`config.mk`:
```
export PLATFORM = sky130hd
export DESIGN_NAME = fast_packet_reassembler_flat
export DESIGN_NICKNAME = d
export VERILOG_FILES = /design/src/hw/rtl/fpr_pkg.sv /design/src/hw/rtl/fpr_in_if.sv /design/src/hw/rtl/fpr_out_if.sv /design/src/hw/rtl/fpr_lane.sv /design/src/hw/rtl/fpr_ctrl.sv /design/src/hw/rtl/fast_packet_reassembler.sv /design/src/flat_wrapper.sv
export VERILOG_INCLUDE_DIRS = /design/src /design/src/hw/rtl
export SDC_FILE = /design/constraint.sdc
export NUM_CORES = 1
export LEC_CHECK = 0
export ABC_AREA = 1
export BUFFER_PORTS_ARGS = -buffer_cell sky130_fd_sc_hd__buf_2
export CAP_MARGIN = 10
export CORE_UTILIZATION = 38
export CTS_CLUSTER_SIZE = 24
export DETAILED_ROUTE_END_ITERATION = 10
export HOLD_SLACK_MARGIN = 0.15
export PLACE_DENSITY = 0.62
export SYNTH_ARGS = -nofsm -noshare
export SYNTH_HDL_FRONTEND = slang
export SYNTH_HIERARCHICAL = 1
export SYNTH_SLANG_ARGS = --single-unit
```
`constraint.sdc`:
```
create_clock -name i_clk -period 6.35 [get_ports i_clk]
set_input_delay 0.9525 -clock i_clk [delete_from_list [all_inputs] [get_ports i_clk]]
set_output_delay 0.9525 -clock i_clk [all_outputs]
set_load 0.01 [all_outputs]
```
`src/hw/rtl/assert_macros.svh`:
```
// Assertion macros shared by the reassembler RTL.
// Depends on nothing; included by the files that carry assertions.
`ifndef ASSERT_MACROS_SVH
`define ASSERT_MACROS_SVH

// Same-cycle implication, reset masks the check
`define FPR_ASSERT_NOW(lbl, clk, rst_n, ante, cons, msg) \
    lbl: assert property (@(posedge clk) disable iff (!(rst_n)) (ante) |-> (cons)) \
        else $error(msg);

// Next-cycle implication, reset masks the check
`define FPR_ASSERT_NEXT(lbl, clk, rst_n, ante, cons, msg) \
    lbl: assert property (@(posedge clk) disable iff (!(rst_n)) (ante) |=> (cons)) \
        else $error(msg);

`endif

```
`src/hw/rtl/fpr_pkg.sv`:
```
// Shared types and constants for the fast packet reassembler.
// No dependencies; imported by the interfaces and every module.
package fpr_pkg;

    localparam int unsigned NUM_LANES   = 7;
    localparam int unsigned FIRST_CHUNK = 6;
    localparam int unsigned CONT_CHUNK  = 7;
    localparam int unsigned MAX_INDEX   = 32;
    localparam logic [7:0]  CAPACITY_RESET = 8'd223;
    localparam logic [3:0]  MAX_FRAME_LEN  = 4'd8;

    typedef enum logic [1:0] {
        RX_OK      = 2'd0,
        RX_TIMEOUT = 2'd1,
        RX_ERROR   = 2'd2,
        RX_OTHER   = 2'd3
    } t_rx_status;

    typedef enum logic [2:0] {
        ST_PROGRESS = 3'd0,
        ST_COMPLETE = 3'd1,
        ST_PROTO    = 3'd2,
        ST_OVERFLOW = 3'd3,
        ST_TIMEOUT  = 3'd4,
        ST_LINK     = 3'd5,
        ST_EMPTY    = 3'd6,
        ST_RESERVED = 3'd7
    } t_status;

    typedef struct packed {
        logic [1:0] rx_status;
        logic [3:0] frame_len;
        logic [7:0] byte_0;
        logic [7:0] byte_1;
        logic [7:0] byte_2;
        logic [7:0] byte_3;
        logic [7:0] byte_4;
        logic [7:0] byte_5;
        logic [7:0] byte_6;
        logic [7:0] byte_7;
    } t_in_item;

    typedef struct packed {
        t_status    status;
        logic [7:0] offset;
        logic [2:0] count;
        logic [7:0] data_0;
        logic [7:0] data_1;
        logic [7:0] data_2;
        logic [7:0] data_3;
        logic [7:0] data_4;
        logic [7:0] data_5;
        logic [7:0] data_6;
    } t_out_item;

    // Per-frame decision handed from the control unit to the byte lanes
    typedef struct packed {
        logic [3:0] flen;    // clamped frame length
        logic       first;   // frame 0: data starts at byte 2
        logic [2:0] count;   // bytes to deliver
    } t_lane_ctl;

    typedef struct packed {
        t_status    status;
        logic [7:0] offset;
    } t_ctrl_res;

endpackage

```
`src/hw/rtl/fpr_in_if.sv`:
```
// Input channel carrying one CAN frame per transaction.
// Depends on fpr_pkg.
interface fpr_in_if import fpr_pkg::*; ();
    logic     valid;
    logic     ready;
    t_in_item payload;

    modport source (output valid, output payload, input ready);
    modport sink   (input valid, input payload, output ready);
endinterface

```
`src/hw/rtl/fpr_out_if.sv`:
```
// Output channel carrying one reassembly result per transaction.
// Depends on fpr_pkg.
interface fpr_out_if import fpr_pkg::*; ();
    logic      valid;
    logic      ready;
    t_out_item payload;

    modport source (output valid, output payload, input ready);
    modport sink   (input valid, input payload, output ready);
endinterface

```
`src/hw/rtl/fpr_lane.sv`:
```
// One data byte lane: picks the frame byte for its output slot and masks it.
// Depends on fpr_pkg.
module fpr_lane import fpr_pkg::*; #(
    parameter int unsigned LANE_IDX = 0
) (
    input  t_lane_ctl  i_ctl,
    input  logic [7:0] i_byte_cont,   // frame byte LANE_IDX+1
    input  logic [7:0] i_byte_first,  // frame byte LANE_IDX+2
    output logic [7:0] o_data
);

    localparam logic [3:0] POS_CONT  = 4'(LANE_IDX + 1);
    localparam logic [3:0] POS_FIRST = 4'(LANE_IDX + 2);
    localparam logic [3:0] LANE_NUM  = 4'(LANE_IDX);

    logic [7:0] w_sel;

    always_comb begin
        if (i_ctl.first) begin
            w_sel = (POS_FIRST < i_ctl.flen) ? i_byte_first : 8'd0;
        end else begin
            w_sel = (POS_CONT < i_ctl.flen) ? i_byte_cont : 8'd0;
        end
        o_data = (LANE_NUM < {1'b0, i_ctl.count}) ? w_sel : 8'd0;
    end

endmodule

```
`src/hw/rtl/fpr_ctrl.sv`:
```
// Message state and per-frame checks: sequence, index, length and capacity.
// Depends on fpr_pkg and assert_macros.svh.
`include "assert_macros.svh"

module fpr_ctrl import fpr_pkg::*; (
    input  logic       i_clk,
    input  logic       i_rst_n,
    input  logic       i_accept,
    input  logic [7:0] i_capacity,
    input  logic [1:0] i_rx_status,
    input  logic [3:0] i_frame_len,
    input  logic [7:0] i_byte_0,
    input  logic [7:0] i_byte_1,
    output t_lane_ctl  o_lane_ctl,
    output t_ctrl_res  o_res
);

    logic       r_busy;
    logic [2:0] r_seq;
    logic [5:0] r_exp;
    logic [7:0] r_total;
    logic [7:0] r_recv;

    logic       n_busy;
    logic [2:0] n_seq;
    logic [5:0] n_exp;
    logic [7:0] n_total;
    logic [7:0] n_recv;

    logic [3:0] w_flen;
    logic [3:0] w_flen_m1;
    logic [7:0] w_fr0;
    logic [7:0] w_fr1;
    logic [7:0] w_left;
    logic [2:0] w_cap7;
    logic [2:0] w_chunk;
    logic [7:0] w_recv_sum;

    always_comb begin
        w_flen     = (i_frame_len > MAX_FRAME_LEN) ? MAX_FRAME_LEN : i_frame_len;
        w_flen_m1  = w_flen - 4'd1;
        w_fr0      = (w_flen != 4'd0) ? i_byte_0 : 8'd0;
        w_fr1      = (w_flen > 4'd1) ? i_byte_1 : 8'd0;
        w_left     = (r_total > r_recv) ? (r_total - r_recv) : 8'd0;
        w_cap7     = (w_left < 8'(CONT_CHUNK)) ? w_left[2:0] : 3'(CONT_CHUNK);
        w_chunk    = (w_flen_m1[2:0] < w_cap7) ? w_flen_m1[2:0] : w_cap7;
        w_recv_sum = r_recv + {5'd0, w_chunk};
    end

    always_comb begin
        n_busy           = r_busy;
        n_seq            = r_seq;
        n_exp            = r_exp;
        n_total          = r_total;
        n_recv           = r_recv;
        o_res.status     = ST_PROTO;
        o_res.offset     = 8'd0;
        o_lane_ctl.flen  = w_flen;
        o_lane_ctl.first = !r_busy;
        o_lane_ctl.count = 3'd0;

        if (!r_busy) begin
            if (i_rx_status != RX_OK) begin
                o_res.status = (i_rx_status == RX_TIMEOUT) ? ST_TIMEOUT : ST_LINK;
            end else if (w_flen == 4'd0) begin
                o_res.status = ST_EMPTY;
            end else if (w_fr0[4:0] != 5'd0 || w_fr1 == 8'd0) begin
                o_res.status = ST_PROTO;
            end else if (w_fr1 > i_capacity) begin
                o_res.status = ST_OVERFLOW;
            end else if (w_fr1 <= 8'(FIRST_CHUNK)) begin
                o_res.status     = ST_COMPLETE;
                o_lane_ctl.count = w_fr1[2:0];
                n_exp            = 6'd0;
                n_recv           = 8'd0;
            end else begin
                o_res.status     = ST_PROGRESS;
                o_lane_ctl.count = 3'(FIRST_CHUNK);
                n_busy           = 1'b1;
                n_seq            = w_fr0[7:5];
                n_exp            = 6'd1;
                n_total          = w_fr1;
                n_recv           = 8'(FIRST_CHUNK);
            end
        end else begin
            if (i_rx_status != RX_OK || w_flen == 4'd0) begin
                o_res.status = (i_rx_status == RX_TIMEOUT) ? ST_TIMEOUT : ST_PROTO;
                n_busy       = 1'b0;
                n_exp        = 6'd0;
                n_recv       = 8'd0;
            end else if (w_fr0[7:5] != r_seq || {1'b0, w_fr0[4:0]} != r_exp) begin
                o_res.status = ST_PROTO;
                n_busy       = 1'b0;
                n_exp        = 6'd0;
                n_recv       = 8'd0;
            end else begin
                o_res.offset     = r_recv;
                o_lane_ctl.count = w_chunk;
                if (w_recv_sum >= r_total) begin
                    o_res.status = ST_COMPLETE;
                    n_busy       = 1'b0;
                    n_exp        = 6'd0;
                    n_recv       = 8'd0;
                end else begin
                    o_res.status = ST_PROGRESS;
                    n_recv       = w_recv_sum;
                    // saturate past the last 5-bit index so nothing matches
                    n_exp        = (r_exp < 6'(MAX_INDEX)) ? r_exp + 6'd1 : r_exp;
                end
            end
        end
    end

    always_ff @(posedge i_clk) begin
        if (!i_rst_n) begin
            r_busy  <= 1'b0;
            r_seq   <= 3'd0;
            r_exp   <= 6'd0;
            r_total <= 8'd0;
            r_recv  <= 8'd0;
        end else if (i_accept) begin
            r_busy  <= n_busy;
            r_seq   <= n_seq;
            r_exp   <= n_exp;
            r_total <= n_total;
            r_recv  <= n_recv;
        end
    end

    `FPR_ASSERT_NOW(a_busy_consistent, i_clk, i_rst_n, r_busy,
        (r_recv < r_total) && (r_exp != 6'd0) && (r_exp <= 6'(MAX_INDEX)),
        "busy with inconsistent byte count or index")
    `FPR_ASSERT_NEXT(a_start_goes_busy, i_clk, i_rst_n,
        i_accept && !r_busy && (o_res.status == ST_PROGRESS), r_busy && (r_recv == 8'(FIRST_CHUNK)),
        "message start did not enter busy")
    `FPR_ASSERT_NEXT(a_end_goes_idle, i_clk, i_rst_n,
        i_accept && (o_res.status != ST_PROGRESS), !r_busy && (r_recv == 8'd0),
        "terminal result left the block busy")

endmodule

```
`src/hw/rtl/fast_packet_reassembler.sv`:
```
// Fast packet reassembler: per-frame checks, seven byte lanes, result register.
// Depends on fpr_pkg, fpr_in_if, fpr_out_if, fpr_ctrl, fpr_lane, assert_macros.svh.
//
// Usage:
//   i_in carries one CAN frame per transaction (link status, byte count,
//   bytes 0..7). o_out returns exactly one result per frame: status, message
//   offset, byte count and up to seven payload bytes, zero beyond the count.
//   i_cfg_we/i_cfg_wdata write the capacity register; write it only while
//   no frame is in flight.
//   The result is registered: a frame accepted at a clock edge shows its result
//   in the cycle after. Throughput is one frame per cycle while the sink keeps
//   up; the control unit checks the frame and updates the message state on acceptance,
//   and the seven lanes select their bytes in parallel beside it.
//   A result waiting in the output register does not block input while the
//   sink takes it in the same cycle; if the sink stalls, the one held result
//   stays put and i_in.ready drops until it is taken.
//   Reset (synchronous, active low) empties the output register, returns
//   the reassembly state to idle and sets the capacity to 223.
`include "assert_macros.svh"

module fast_packet_reassembler import fpr_pkg::*; (
    input  logic       i_clk,
    input  logic       i_rst_n,
    input  logic       i_cfg_we,
    input  logic [7:0] i_cfg_wdata,
    fpr_in_if.sink     i_in,
    fpr_out_if.source  o_out
);

    logic [7:0] r_capacity;
    logic       r_out_valid;
    t_out_item  r_out;

    logic       w_accept;
    t_lane_ctl  w_lane_ctl;
    t_ctrl_res  w_res;
    logic [7:0] w_bytes [0:7];
    logic [7:0] w_data  [0:NUM_LANES-1];
    t_out_item  n_out;

    assign i_in.ready = !r_out_valid || o_out.ready;
    assign w_accept   = i_in.valid && i_in.ready;

    assign w_bytes[0] = i_in.payload.byte_0;
    assign w_bytes[1] = i_in.payload.byte_1;
    assign w_bytes[2] = i_in.payload.byte_2;
    assign w_bytes[3] = i_in.payload.byte_3;
    assign w_bytes[4] = i_in.payload.byte_4;
    assign w_bytes[5] = i_in.payload.byte_5;
    assign w_bytes[6] = i_in.payload.byte_6;
    assign w_bytes[7] = i_in.payload.byte_7;

    fpr_ctrl u_ctrl (
        .i_clk       (i_clk),
        .i_rst_n     (i_rst_n),
        .i_accept    (w_accept),
        .i_capacity  (r_capacity),
        .i_rx_status (i_in.payload.rx_status),
        .i_frame_len (i_in.payload.frame_len),
        .i_byte_0    (w_bytes[0]),
        .i_byte_1    (w_bytes[1]),
        .o_lane_ctl  (w_lane_ctl),
        .o_res       (w_res)
    );

    for (genvar g = 0; g < NUM_LANES; g++) begin : g_lane
        if (g + 2 < 8) begin : g_full
            fpr_lane #(.LANE_IDX(g)) u_lane (
                .i_ctl        (w_lane_ctl),
                .i_byte_cont  (w_bytes[g + 1]),
                .i_byte_first (w_bytes[g + 2]),
                .o_data       (w_data[g])
            );
        end else begin : g_last
            // no frame byte beyond the eighth: frame 0 never fills this lane
            fpr_lane #(.LANE_IDX(g)) u_lane (
                .i_ctl        (w_lane_ctl),
                .i_byte_cont  (w_bytes[g + 1]),
                .i_byte_first (8'd0),
                .o_data       (w_data[g])
            );
        end
    end

    // Merge control result and lane bytes into one result
    always_comb begin
        n_out.status = w_res.status;
        n_out.offset = w_res.offset;
        n_out.count  = w_lane_ctl.count;
        n_out.data_0 = w_data[0];
        n_out.data_1 = w_data[1];
        n_out.data_2 = w_data[2];
        n_out.data_3 = w_data[3];
        n_out.data_4 = w_data[4];
        n_out.data_5 = w_data[5];
        n_out.data_6 = w_data[6];
    end

    always_ff @(posedge i_clk) begin
        if (!i_rst_n) begin
            r_capacity  <= CAPACITY_RESET;
            r_out_valid <= 1'b0;
        end else begin
            if (i_cfg_we) begin
                r_capacity <= i_cfg_wdata;
            end
            if (w_accept) begin
                r_out_valid <= 1'b1;
            end else if (o_out.ready) begin
                r_out_valid <= 1'b0;
            end
        end
    end

    always_ff @(posedge i_clk) begin
        if (w_accept) begin
            r_out <= n_out;
        end
    end

    assign o_out.valid   = r_out_valid;
    assign o_out.payload = r_out;

    `FPR_ASSERT_NOW(a_error_no_data, i_clk, i_rst_n,
        r_out_valid && (r_out.status != ST_PROGRESS) && (r_out.status != ST_COMPLETE),
        (r_out.count == 3'd0) && (r_out.offset == 8'd0),
        "error result carries data")
    `FPR_ASSERT_NEXT(a_accept_loads_result, i_clk, i_rst_n, w_accept,
        r_out_valid, "accepted frame produced no result")

endmodule
```
`src/flat_wrapper.sv`:
```
// flat-port wrapper written by rule: the top's interface ports become plain ports
module fast_packet_reassembler_flat import fpr_pkg::*;
  (i_clk, i_rst_n, i_cfg_we, i_cfg_wdata, i_in_valid, i_in_payload, i_in_ready, o_out_valid, o_out_payload, o_out_ready);
  fpr_in_if i_in_i ();
  fpr_out_if o_out_i ();
  input  logic i_clk;
  input  logic i_rst_n;
  input  logic i_cfg_we;
  input  logic [7:0] i_cfg_wdata;
  input wire logic [$bits(i_in_i.valid)-1:0] i_in_valid;
  input wire logic [$bits(i_in_i.payload)-1:0] i_in_payload;
  output wire logic [$bits(i_in_i.ready)-1:0] i_in_ready;
  output wire logic [$bits(o_out_i.valid)-1:0] o_out_valid;
  output wire logic [$bits(o_out_i.payload)-1:0] o_out_payload;
  input wire logic [$bits(o_out_i.ready)-1:0] o_out_ready;
  assign i_in_i.valid = i_in_valid;
  assign i_in_i.payload = i_in_payload;
  assign i_in_ready = i_in_i.ready;
  assign o_out_valid = o_out_i.valid;
  assign o_out_payload = o_out_i.payload;
  assign o_out_i.ready = o_out_ready;
  fast_packet_reassembler u_core (.i_clk(i_clk), .i_rst_n(i_rst_n), .i_cfg_we(i_cfg_we), .i_cfg_wdata(i_cfg_wdata), .i_in(i_in_i), .o_out(o_out_i));
endmodule
```
# Yosys cells after proc, flatten, opt, wreduce, memory -nomap -nowiden
# Index checks and enable logic that the tools add are counted.
dict set report word_totals {
  ff_bits 105
  input_bits 83
  output_inout_bits 72
  elab_cells 143
}
dict set report classes {
  add_sub_neg 4
  n_lt_le_gt_ge 23
  eq_ne 8
  muxes 68
  bitwise_logic 6
  n_reduce_logical 17
}
# op count
set op_table {}
lappend op_table {{$mux 8} 24}
lappend op_table {{$mux 6} 9}
lappend op_table {{$mux 3} 16}
lappend op_table {{$gt 8x8->1} 2}
lappend op_table {{$lt 3x4->1 const A} 4}
lappend op_table {{$mux 1} 15}
lappend op_table {{$lt 3x3->1 const A} 3}
lappend op_table {{$add 8x3->8} 1}
lappend op_table {{$ge 8x8->1} 1}
lappend op_table {{$le 8x3->1 const B} 1}
lappend op_table {{$logic_not 8->1} 1}
lappend op_table {{$lt 2x4->1 const A} 2}
lappend op_table {{$lt 8x3->1 const B} 1}
lappend op_table {{$ne 2x2->1 const B} 4}
lappend op_table {{$sub 8x8->8} 1}
lappend op_table {{$reduce_and 7->1} 1}
lappend op_table {{$add 6x1->6 const B} 1}
lappend op_table {{$lt 1x3->1 const A} 2}
lappend op_table {{$lt 2x3->1 const A} 2}
lappend op_table {{$lt 6x6->1 const B} 1}
lappend op_table {{$mux 2} 3}
lappend op_table {{$ne 5x6->1} 1}
lappend op_table {{$not 1->1} 6}
lappend op_table {{$reduce_and 6->1} 1}
lappend op_table {{other kinds (19)} 23}

# Depth between registers and ports, before layout
dict set report depth {
  word_depth 13
  ltp_mapped 37
  mapped_depth_nobuf 37
}

# Hierarchy
# The synthesis kept the hierarchy.
# mod instances cells_each area_per_inst_um2 seq_area_each_um2
set modules_own_cells {}
lappend modules_own_cells {fpr_ctrl 1 456 2835.2 520.5}
lappend modules_own_cells {fast_packet_reassembler 1 113 2447.3 2282.2}
lappend modules_own_cells {{fpr_lane (u_core.g_lane[0].g_full.u_lane)} 1 64 337.8 0.0}
lappend modules_own_cells {{fpr_lane (u_core.g_lane[6].g_last.u_lane)} 1 49 266.5 0.0}
lappend modules_own_cells {{fpr_lane (u_core.g_lane[2].g_full.u_lane)} 1 48 244.0 0.0}
lappend modules_own_cells {{fpr_lane (u_core.g_lane[1].g_full.u_lane)} 1 47 224.0 0.0}
lappend modules_own_cells {{fpr_lane (u_core.g_lane[3].g_full.u_lane)} 1 48 216.5 0.0}
lappend modules_own_cells {{fpr_lane (u_core.g_lane[4].g_full.u_lane)} 1 48 211.5 0.0}
lappend modules_own_cells {{fpr_lane (u_core.g_lane[5].g_full.u_lane)} 1 48 207.7 0.0}

# Least setup slack after synthesis
# No wires, ideal clock.
dict set report synth_timing {
  path_type {input -> register}
  from {input port i_in_valid}
  to {register u_core.u_ctrl.r_seq[2]}
  setup_ps 64
  arrival_time_ps 5358
  required_time_ps 6286
  slack_ps 928
  cell_stages 7
  n_path_buf 1
  path_cell_list {inv_1 > a21oi_1 > clkbuf_1 > inv_1 > nor3_1 > o21ai_0 > nor2_1}
}
dict set report synth_between {
  elab_chain_len 2
}
# item line
set synth_lines {}
lappend synth_lines {{start, declared} flat_wrapper.sv:10} ;# input wire logic [$bits(i_in_i.valid)-1:0] i_in_valid;
lappend synth_lines {{$logic_and 1x1->1} fast_packet_reassembler.sv:42} ;# assign w_accept = i_in.valid && i_in.ready;
lappend synth_lines {{net u_core.w_accept} fast_packet_reassembler.sv:34} ;# logic w_accept;
lappend synth_lines {{$reduce_and 7->1 (no line)} -}
lappend synth_lines {{end signal, assigned} fpr_ctrl.sv:123} ;# r_seq <= n_seq;
lappend synth_lines {{end, declared} fpr_ctrl.sv:19} ;# logic [2:0] r_seq;
# The timed path passes the listed nets, and every way through them passes these cells.
# A chain may end at the register's enable or synchronous reset.

# Worst setup path after layout
dict set report layout_timing {
  from {register u_core.u_ctrl.r_total[0]}
  to {register u_core.u_ctrl.r_recv[3]}
}
dict set report layout_between {
  elab_chain_len 12
  word_cells_on_any_way 13
  classes_between {add/sub (2); order compare (4); mux (7)}
}
# item line
set layout_lines {}
lappend layout_lines {{start, declared} fpr_ctrl.sv:21} ;# logic [7:0] r_total;
lappend layout_lines {{start signal, assigned} fpr_ctrl.sv:125} ;# r_total <= n_total;
lappend layout_lines {{$sub 8x8->8 / $gt 8x8->1 (equally long branches)} fpr_ctrl.sv:44} ;# w_left = (r_total > r_recv) ? (r_total - r_recv) : 8'd0;
lappend layout_lines {{$mux 8} fpr_ctrl.sv:44}
lappend layout_lines {{$lt 8x3->1} fpr_ctrl.sv:45} ;# w_cap7 = (w_left < 8'(CONT_CHUNK)) ? w_left[2:0] : 3'(CONT_CHUNK);
lappend layout_lines {{$mux 3} fpr_ctrl.sv:45}
lappend layout_lines {{$lt 3x3->1} fpr_ctrl.sv:46} ;# w_chunk = (w_flen_m1[2:0] < w_cap7) ? w_flen_m1[2:0] : w_cap7;
lappend layout_lines {{$mux 3} fpr_ctrl.sv:46}
lappend layout_lines {{$add 8x3->8} fpr_ctrl.sv:47} ;# w_recv_sum = r_recv + {5'd0, w_chunk};
lappend layout_lines {{$ge 8x8->1} fpr_ctrl.sv:99} ;# if (w_recv_sum >= r_total) begin
lappend layout_lines {{$mux 8 (*)} fpr_ctrl.sv:99}
lappend layout_lines {{$mux 8 (*)} fpr_ctrl.sv:91} ;# end else if (w_fr0[7:5] != r_seq || {1'b0, w_fr0[4:0]} != r_exp) begin
lappend layout_lines {{$mux 8 (*)} fpr_ctrl.sv:86} ;# if (i_rx_status != RX_OK || w_flen == 4'd0) begin
lappend layout_lines {{$mux 8 (*)} fpr_ctrl.sv:62} ;# if (!r_busy) begin
lappend layout_lines {{end signal, assigned} fpr_ctrl.sv:126} ;# r_recv <= n_recv;
lappend layout_lines {{end, declared} fpr_ctrl.sv:22} ;# logic [7:0] r_recv;
# Every way passes the cells marked *; elsewhere a longest branch is shown, timed or not.

==> reports/metrics.cfg <==
[synthesis]
syn-mean-instance-area_sq_um=7.59
netlist_area_sq_um=6990
synth_ff_type=edfxtp_1
synthTopCellsByCount=nand2_1 (271), inv_1 (105), nor2_1 (93), a21oi_1 (79), edfxtp_1 (70)
synth_area_leaders=edfxtp_1 (30%), nand2_1 (15%), dfxtp_1 (10%)
synth.most_common_cell=nand2_1
syn_inst=921
yosys_warnings=6
ys_seq_area_share_pct=40.1
yosys.cell_types.count=55
synth_top_area_cell=edfxtp_1
yosys_register_bits=105
synth_edf_count=70
ys_async_sr_fraction_pct=0
yosysTopAreaCellShare_pct=30.1

[floorplan]
die-area_sq_um=18900
rows=49
core_area_sq_um=18000
start_util_pct=38.8
fp.dieW_microns=138
io_pins=155
die_y_microns=138

[flow_run]
drv_cap=0

[detailed_routing]
routed_via_density=4.87
wl_met2_microns=8660
wirelength_microns=18300
met1Wirelength_microns=8240
first_pass_iters=5
drt-initial-drc-count=472
drtAntennaViolNets=0
drc=0
wl_met3_microns=943
wl_per_cell_microns=14.0
maxUsedRoutingLayer=met4
vias=6353

[timing]
slew_violations=0
finalCritPeriodShare_pct=90.4
grt_setup_unrepaired=no
slew_headroom_pct=37.9
final_hold_viol_count=0
worst_pin_slew_ps=932
fin_crit_ps=5740
finClkSkew_ps=6.08
fmax_mhz=174
fin_setup_tns_ps=0
setup-violations-final=0
fin_hold_ws_ps=461

[final_layout]
diodes=0
drive_above_1_share_pct=22.0
n_fill_cell=1824
final_core_util_pct=45.3
nets=1190
layout.cells.non_filler=1305
area_growth_pct=16.9

[min_path]
hold_path.class=reg2reg

[run_status]
outcome=finished, final reports clean

[clock_network]
cts_tree=done
hold_buffers=0
clk_latency_ps=350
cts_buffer_depth=2
cts.sink_count=105
htree_levels=3
cts-buffers-inserted=9
root_buffer=clkbuf_16
path_clk_slew_ps=70

[grt]
grt_pass1_vias=5726
grt_pass1_wl_microns=28300
grt_max_degree=85
grtUsageTotal_pct=19.4
grt-ovfl-total=0
antenna_found_initial=0

[pwr]
peakVddDrop_mv=0.113
power.leakage_uw=0.00399
powerDensity_nw_per_um2=192

[setup_path]
cp.required_ps=6640
arrival_ps=6030
crit_type=reg2reg
cp_max_fo=8
worstSetupStartpointType=flip-flop
crit_family=simple AND/OR/NAND/NOR gates
path_buf_inv=3
crit_top_cell=nand2_1
slowest_stage=fa_1
max_stage_delay_ps=400
critPathCaptureType=flip-flop

[placed_design]
portBuffers=154
gp_routability_congestion=0.856
dp.cells=1289
dpl.hpwl_microns=13700

## logic make-up after synthesis
kind of cell	after synthesis	share of synthesized area (%)
flops	105	40.1
simple gates	489	31.1
xor+xnor	12	1.50
compound gates	138	10.9
fa+ha+maj	36	6.66
other cells	1	0.0536
buf+inv	140	9.72
## worst paths after layout
kind	from	slack (ps)	to	cells after the start
min reg2reg	u_core/r_capacity[6]	460	u_core/r_capacity[6]	2
max reg2reg	u_core/u_ctrl/r_total[0]	610	u_core/u_ctrl/r_recv[3]	33
min	u_core/r_capacity[6]	460	u_core/r_capacity[6]	2
max	u_core/u_ctrl/r_total[0]	610	u_core/u_ctrl/r_recv[3]	33
## layout by cell type (no fill, tap or decap), types with 4 or more instances in the layout
master,Yosys,routed
a211oi_1,7,6
a21oi_1,79,78
a21oi_2,5,5
buf_2,6,154
buf_4,5,4
clkbuf_16,0,9
conb_1,1,8
dfxtp_1,35,35
edfxtp_1,70,70
ha_1,34,34
inv_1,105,105
inv_2,4,5
nand2_1,271,271
nand2_2,14,14
nand2_4,10,10
nand3_1,58,58
nand4_1,5,5
nor2_1,93,92
nor2_2,12,13
nor3_1,4,4
o21ai_0,36,36
xor2_1,11,11
## power by group
part | internal (uW) | switching, uW | total [uW]
registers | 753 | 7.63 | 760
logic | 87.5 | 163 | 251
clock network | 304 | 255 | 558
## registers in the layout (all words and copies together), names as in the netlist
signal / flops
u_core/u_ctrl/r_exp: 6
u_core/r_capacity: 8
u_core/u_ctrl/r_recv: 8
u_core/o_out.payload: 70
u_core/o_out.valid: 1
u_core/u_ctrl/r_busy: 1
u_core/u_ctrl/r_total: 8
u_core/u_ctrl/r_seq: 3
## worst reg2reg max path: cells and delay by family, from the launching register on
family | cells | cell delay, ps
xor gates and xnor gates | 1 | 170
and+or+nand+nor | 18 | 2200
DFF | 1 | 340
adders and majority gates | 6 | 1670
AOI/OAI and AO/OA | 5 | 1080
buffers and inverters | 3 | 210
## cell type report
| cell class | instances | area [sq um] | area share, % |
|---|---|---|---|
| repair buffers | 158 | 801 | 9.80 |
| clock buffers | 10 | 229 | 2.80 |
| well taps | 229 | 287 | 3.51 |
| clock inverters | 6 | 58.8 | 0.720 |
| flip-flops and latches | 105 | 2800 | 34.3 |
| inverters | 114 | 439 | 5.38 |
| multi-input cells | 683 | 3550 | 43.5 |
## through the flow
stage,cell area (sq um),power [uW],setup slack [ps]
floorplan,7020,938,928
global placement,7880,1020,753
detailed placement,7880,1030,613
CTS,8170,1580,538
global route,8170,1650,53.4
finish,8170,1570,609
## what timing repair did
action / in CTS / in global routing
buffers inserted: 0 / 0
endpoints found under the setup margin: 0 / 8
gates resized for setup: 0 / 1
## layer usage
metal	vias up	GRT usage, %
met4	0	8.12
met3	25	2.72
met2	193	33.3
met1	2857	24.1
met5	-	0
li1	3278	-
(Power assumes the default switching activity.)
